$ cat src/rtl/amh_pkg.sv
// Package for the Ali-Mikhail-Haq copula sampler: working-format constants,
// shared types and the truncating signed multiply. No dependencies.
`default_nettype none
package amh_pkg;
	localparam int WF = 28;
	localparam int WW = 36;
	typedef logic signed [WW-1:0] work_t;
	localparam work_t WONE = work_t'(64'sd1 <<< WF);

	function automatic work_t wmul(input work_t x, input work_t y);
		logic [WW-1:0] mx;
		logic [WW-1:0] my;
		logic [2*WW-1:0] p;
		logic [WW-1:0] r;
		begin
			mx = x[WW-1] ? WW'(-x) : WW'(x);
			my = y[WW-1] ? WW'(-y) : WW'(y);
			p = {{WW{1'b0}}, mx} * {{WW{1'b0}}, my};
			r = p[WF +: WW];
			wmul = (x[WW-1] ^ y[WW-1]) ? work_t'(-r) : work_t'(r);
		end
	endfunction
endpackage
`default_nettype wire

$ cat src/rtl/amh_divider.sv
// Pipelined restoring divider for the final quotient, one bit per stage,
// with zero and saturation handling. Uses amh_pkg for the working type.
`default_nettype none
module amh_divider #(
	parameter int FRAC_BITS = 24
) (
	input  wire logic          clk,
	input  wire logic          arst_n,
	input  wire logic          in_valid,
	input  wire amh_pkg::work_t num,
	input  wire amh_pkg::work_t den,
	input  wire logic [23:0]   u_in,
	output logic               out_valid,
	output logic [23:0]        y,
	output logic [23:0]        u_out
);
	localparam int WW = amh_pkg::WW;
	localparam int N = FRAC_BITS;
	logic [WW:0]  rem_s [0:N];
	logic [WW-1:0] d_s  [0:N];
	logic [N-1:0] q_s   [0:N];
	logic [N:0]   v_s;
	logic [N:0]   z_s;
	logic [N:0]   sat_s;
	logic [23:0]  u_s   [0:N];

	always_comb begin
		v_s[0] = in_valid;
		z_s[0] = (num <= 0);
		sat_s[0] = (den <= 0) || (num >= den);
		rem_s[0] = {1'b0, WW'(num)};
		d_s[0] = WW'(den);
		q_s[0] = '0;
		u_s[0] = u_in;
	end

	for (genvar i = 0; i < N; i++) begin : g_st
		logic [WW:0] sh;
		always_comb sh = {rem_s[i][WW-1:0], 1'b0};
		always_ff @(posedge clk or negedge arst_n) begin
			if (!arst_n) begin
				v_s[i+1] <= 1'b0;
			end else begin
				v_s[i+1] <= v_s[i];
			end
		end
		always_ff @(posedge clk) begin
			z_s[i+1] <= z_s[i];
			sat_s[i+1] <= sat_s[i];
			d_s[i+1] <= d_s[i];
			u_s[i+1] <= u_s[i];
			if (sh >= {1'b0, d_s[i]}) begin
				rem_s[i+1] <= sh - {1'b0, d_s[i]};
				q_s[i+1] <= {q_s[i][N-2:0], 1'b1};
			end else begin
				rem_s[i+1] <= sh;
				q_s[i+1] <= {q_s[i][N-2:0], 1'b0};
			end
		end
	end

	always_comb begin
		if (z_s[N]) begin
			y = '0;
		end else if (sat_s[N]) begin
			y = 24'((64'd1 << FRAC_BITS) - 64'd1);
		end else begin
			y = 24'(q_s[N]);
		end
	end
	assign out_valid = v_s[N];
	assign u_out = u_s[N];
endmodule
`default_nettype wire

$ cat config.mk
export PLATFORM = sky130hd
export DESIGN_NAME = amh_divider
export DESIGN_NICKNAME = d
export VERILOG_FILES = /design/src/rtl/amh_pkg.sv /design/src/rtl/amh_divider.sv
export SDC_FILE = /design/constraint.sdc
export NUM_CORES = 2
export LEC_CHECK = 0
export BUFFER_PORTS_ARGS = -buffer_cell sky130_fd_sc_hd__buf_4
export CAP_MARGIN = 10
export CORE_UTILIZATION = 45
export CTS_CLUSTER_SIZE = 40
export DETAILED_ROUTE_END_ITERATION = 6
export GPL_ROUTABILITY_DRIVEN = 0
export PLACE_DENSITY_LB_ADDON = 0.15
export SYNTH_ARGS = -nofsm -noshare
export SYNTH_HDL_FRONTEND = slang
export SYNTH_SLANG_ARGS = --single-unit
$ cat constraint.sdc
create_clock -name clk -period 6.9 [get_ports clk]
set_clock_uncertainty 0.05 [all_clocks]
set_input_delay 0.69 -clock clk [delete_from_list [all_inputs] [get_ports clk]]
set_output_delay 0.69 -clock clk [all_outputs]
set_load 0.1 [all_outputs]
### Word-level counts from Yosys, hierarchy flattened

Index checks and enable logic that the tools add are counted.

* add/sub/neg operators: 23
* multiply operators: 0
* div/mod/pow operators: 0
* $lt $le $gt $ge: 27
* equal/unequal tests: 0
* shift-type cells: 0
* mux-type cells: 49
* bitwise gates (word level): 0
* reductions and logical operators: 1

Operators by type and width (count)
* $ge 37x36->1: 24
* $mux 36: 23
* $sub 36x36->36: 23
* $le 36x1->1 const B: 2
* $mux 24: 2
* $ge 36x36->1: 1
* $mux 1: 24
* $logic_or 1x1->1: 1

* register bits after elaboration: 2604
* latch bits: 0
* RAM bits: 0
* memory bits (read-only): 0
* word-level logic and storage cells: 289
* memories kept: 0

### Longest topological paths before layout

* depth in word-level cells: 2
* depth in mapped cells: 16
* gate-level depth less buffers: 13

### Worst setup path before layout

Ideal clock, no wire load.

* kind: input-to-reg
* from: input port den[1]
* to: register rem_s (netlist bit g_st[1].sh[17])
* library setup time: 0.121 ns
* arrival: 3.522 ns
* data required time: 6.729 ns
* slack: 3.207 ns
* stages on the path: 13
* buffers on the path: 1
* cells stage by stage: inv_1 ha_1 nor2b_1 o31a_1 o211ai_1 nand2_1 o31ai_2 o31ai_1 a211oi_1 o21a_1 o31a_1 buf_2 mux2_2

* cells in the longest elaborated chain, start to end: 2
* elaborated cells between the ends (all ways): 3

Ends and longest elaborated chain
* start, declared: RTL line amh_divider.sv:11 `input wire amh_pkg::work_t den,`
* $sub 36x36->36 or $ge 37x36->1 (tied branches): RTL line amh_divider.sv:53, amh_divider.sv:52
* $mux 36 (*): RTL line amh_divider.sv:52 `if (sh >= {1'b0, d_s[i]}) begin`
* end signal, assigned by index: RTL line amh_divider.sv:53 `rem_s[i+1] <= sh - {1'b0, d_s[i]};`
* end signal, assigned by index: RTL line amh_divider.sv:56 `rem_s[i+1] <= sh;`
* end, declared: RTL line amh_divider.sv:19 `logic [WW:0] rem_s [0:N];`

Every way passes the cells marked *; elsewhere a longest branch is shown, timed or not.
A chain may end at the register's enable or synchronous reset.

### Worst setup path after layout

* from: register d_s[685] (netlist name)
* to: register rem_s (netlist bit g_st[6].sh[9])

* cells in the longest elaborated chain, start to end: 2
* elaborated cells between the ends (all ways): 3

Ends and longest elaborated chain
* start, declared: RTL line amh_divider.sv:20 `logic [WW-1:0] d_s [0:N];`
* start signal, assigned by index: RTL line amh_divider.sv:50 `d_s[i+1] <= d_s[i];`
* $sub 36x36->36 or $ge 37x36->1 (tied branches): RTL line amh_divider.sv:53, amh_divider.sv:52
* $mux 36 (*): RTL line amh_divider.sv:52

Marked as above.

==> impl_results.rst <==
.. list-table::
   :header-rows: 1

   * - Metric
     - Value
   * - Layout cell share with drive strength beyond 1
     - 8.28%
   * - Warnings, synthesis
     - 0
   * - Total number of clock tree sinks
     - 2604
   * - Sequential element share of the synthesized area
     - roughly half
   * - Share of the core filled with cells
     - between 50% and 60%
   * - Number of setup buffers added after CTS
     - 0
   * - Multiplexer area fraction after synthesis
     - just under 3%
   * - Worst slew pin tran
     - 1140 ps
   * - Flop and latch count out of synthesis
     - 2604
   * - Simple-Gate Fraction of Synth Area
     - approximately a tenth
   * - Post-synth ARST share
     - less than 1%
   * - Pins over their slew limit
     - 0
   * - Post-synth EDFFs
     - 0
   * - Number of core rows
     - roughly 180
   * - Max frequency
     - between 200 and 250 MHz
   * - Period Utilization, post-route
     - between 60 and 70%
   * - Fraction of synthesized cell area taken by the top area cell type
     - slightly below 50%
   * - Final routed wirelength across all metal layers
     - around 250000 um
   * - Max-cap viol count
     - 0
   * - Slew Limit Headroom
     - 23.7%
   * - Combinational family with the most area after synthesis
     - compound AO/OA/AOI/OAI gates
   * - Register-to-register setup slack
     - about 2300 ps
   * - Worst-case vdd ir drop
     - about 380 uV
   * - Critical register-to-register path endpoint
     - g_st[6].sh[9]
   * - Crit end category
     - register
   * - Nets@finish
     - 12300
   * - Prevailing post-synth register cell
     - sky130_fd_sc_hd__dfxtp_1
   * - Post-Syn Instances
     - 11000
   * - Complex-gate fraction of the synthesized area
     - 16.7%
   * - Largest net degree at the start of global routing
     - slightly above 70
   * - Cell types occupying the most area after synthesis
     - sky130_fd_sc_hd__dfxtp_1, sky130_fd_sc_hd__ha_1, sky130_fd_sc_hd__a21oi_1, sky130_fd_sc_hd__inv_1, sky130_fd_sc_hd__a21o_1
   * - Run status
     - finished clean
   * - Arrival @ worst endpoint
     - around 5400 ps
   * - Synth cell count leaders
     - sky130_fd_sc_hd__dfxtp_1, sky130_fd_sc_hd__inv_1, sky130_fd_sc_hd__ha_1
   * - Post-synthesis share of cell area spent on xor and xnor gates
     - under 10%
   * - Final worst path period need
     - about 4600 ps
   * - Antenna violations before repair
     - 6
   * - Std-Cell Core Area
     - roughly 240000 um2
   * - GR Util All Layers
     - around a fifth
   * - CTS Root Cell
     - sky130_fd_sc_hd__clkbuf_16
   * - Horizontal extent of the die
     - between 400 and 500 um
   * - Clock slew at the register clock pins of the worst setup and hold paths
     - 50 ps
   * - Global route total overflow
     - 0
   * - Vias per std cell
     - about 5.2
   * - Wirelength per Cell
     - between 15 and 20 um
   * - Total clock buffers created by CTS
     - around 290
   * - Floorplan die area
     - approximately 240000 um2
   * - Number of global-route vias before repair
     - 74400
   * - Netlist cell types
     - 93
   * - Effective utilization at floorplan
     - between 40% and 50%
   * - Total via count after detailed routing
     - 76800
   * - Critical path's most frequent cell
     - sky130_fd_sc_hd__o31ai_1
   * - Post-CTS sizing
     - 0
   * - Residual antenna-violating net count after detailed routing
     - 0
   * - Worst-path fanout max
     - between 50 and 60
   * - Clock buffer depth
     - 4
   * - Area of the mapped netlist
     - approximately 110000 um2
   * - PwrDens
     - 533 nW/um2
   * - DR pass1 iterations
     - 6
   * - RSZ-0062 raised after global routing
     - false
   * - Number of cells traversed by the worst register-to-register path
     - 13
   * - Delay of the slowest cell on the worst path
     - between 600 and 700 ps
   * - Final setup vio count
     - 0
   * - Cell Chain, Critical Path
     - inv_1 > ha_1 > nor2b_1 > o31ai_1 > a21oi_1 > a221oi_1 > o31ai_1 > nand3_1 > a31oi_2 > a31oi_1 > o211ai_4 > buf_4 > mux2_2
   * - Worst hold path type
     - primary input to asynchronous set/reset pin
   * - Placed wire-length estimate after detailed placement
     - 189000 um
   * - First-pass GRT wire length
     - just under 400000 um
   * - Slowest CP cell
     - sky130_fd_sc_hd__o31ai_1
   * - Cell type with the largest total area after synthesis
     - sky130_fd_sc_hd__dfxtp_1
   * - Final number of hold-violating endpoints
     - 0
   * - Nature of the critical path startpoint
     - register
   * - Clk_lat worst skew
     - roughly 960 ps
   * - H-tree lvl count
     - 5
   * - Leakage
     - roughly 56 nW
   * - Data required, critical path
     - roughly 7700 ps
   * - DRC viols
     - 0
   * - Hold_buf cts
     - just under 100
   * - Top-count cell post-synth
     - sky130_fd_sc_hd__dfxtp_1
   * - Count of input and output buffers
     - ~150
   * - Per-instance average area after synthesis
     - just under 10 um2
   * - Nets in the synthesized netlist
     - between 10000 and 15000
   * - Post-synthesis adder-cell area fraction
     - between 10% and 20%
   * - TritonCTS clock tree
     - yes
   * - Total I/O pin count
     - 148
   * - Y dimension of the die
     - between 400 and 500 um
   * - Number of design-rule violations left by the first detailed-router iteration
     - between 5000 and 6000
   * - Area Growth Syn to Fin
     - 13.9%
   * - Accumulated negative setup slack
     - 0 ps
   * - Crit path kind
     - register to register
   * - Startpoint of the worst register-to-register path
     - d_s[685]
==> how the worst max path moves through the flow <==
stage	from	endpoint	slack, ps
finish	d_s[685]	g_st[6].sh[9]	2290
global route	d_s[685]	g_st[6].sh[13]	1960
floorplan	den[1]	g_st[1].sh[17]	3210
global placement	num[0]	g_st[1].sh[35]	2130
detailed placement	den[1]	g_st[1].sh[35]	2120
CTS	d_s[686]	g_st[6].sh[12]	2370
==> kinds of logic after synthesis <==
kind of cell	after synthesis
adders and majority gates	922
muxes	275
and+or+nand+nor	2273
DFF	2604
AOI/OAI and AO/OA	2867
buffers and inverters	1339
xor gates and xnor gates	693
==> flip-flops by register name (all words and copies together) (netlist names) <==
signal,cells
sat_s,24
g_st.sh,828
v_s,23
u_s,552
u_out,24
out_valid,1
z_s,24
d_s,828
q_s,300
==> layout make-up <==
class | instances | area (um2)
clock inverter | 96 | 1330
tap | 3150 | 3940
timing repair buffer | 269 | 2280
multi-input combinational | 7030 | 49700
fill | 21200 | 114000
sequential | 2604 | 52300
antenna | 6 | 15.0
clock buffer | 400 | 8320
inverter | 1086 | 4080
==> worst max-delay path: cells and delay by family (launching register included) <==
kind / cells / cell delay, ps
compound gates: 7 / 2250
fa+ha+maj: 1 / 290
buf+inv: 2 / 600
flops: 1 / 440
mux: 1 / 400
simple gates: 2 / 410
==> routing by layer <==
| metal | routed length [um] | vias to the layer above | GRT usage [%] |
|---|---|---|---|
| met5 | 0 | - | 0 |
| met4 | 7390 | 0 | 6.73 |
| met3 | 14400 | 445 | 3.90 |
| met2 | 115000 | 1997 | 33.7 |
| met1 | 109000 | 35900 | 25.6 |
| li1 | - | 38500 | - |
==> stage by stage <==
| stage | area, um2 | instances | worst slack (ps) | power [mW] | hold WS [ps] |
|---|---|---|---|---|---|
| final | 122000 | 14600 | 2290 | 65.0 | 136 |
| after CTS | 122000 | 14600 | 2370 | 65.3 | 68.5 |
| after global routing | 122000 | 14600 | 1960 | 69.7 | 136 |
| after global placement | 111000 | 14000 | 2130 | 49.0 | 260 |
| after floorplan | 107000 | 11000 | 3210 | 42.9 | 260 |
| after detailed placement | 111000 | 14000 | 2120 | 49.5 | 262 |
==> power by group <==
part | leakage (nW) | internal [mW] | switching, mW
Sequential | 22.0 | 19.2 | 2.23
Combinational | 29.6 | 12.4 | 15.8
Clock | 4.72 | 9.47 | 5.92
Total | 56.3 | 41.1 | 23.9
==> cells in the final DEF (no fill, tap or decap), types with 233 or more instances in the layout <==
master,instances
sky130_fd_sc_hd__a21o_1,499
sky130_fd_sc_hd__a21oi_1,850
sky130_fd_sc_hd__clkbuf_16,295
sky130_fd_sc_hd__dfxtp_1,2579
sky130_fd_sc_hd__ha_1,899
sky130_fd_sc_hd__inv_1,1086
sky130_fd_sc_hd__mux2_2,233
sky130_fd_sc_hd__nand2_1,721
sky130_fd_sc_hd__nor2_1,617
sky130_fd_sc_hd__o21ai_0,719
sky130_fd_sc_hd__xnor2_1,422
sky130_fd_sc_hd__xor2_1,271
No activity file was read; power rests on OpenSTA's default activity.
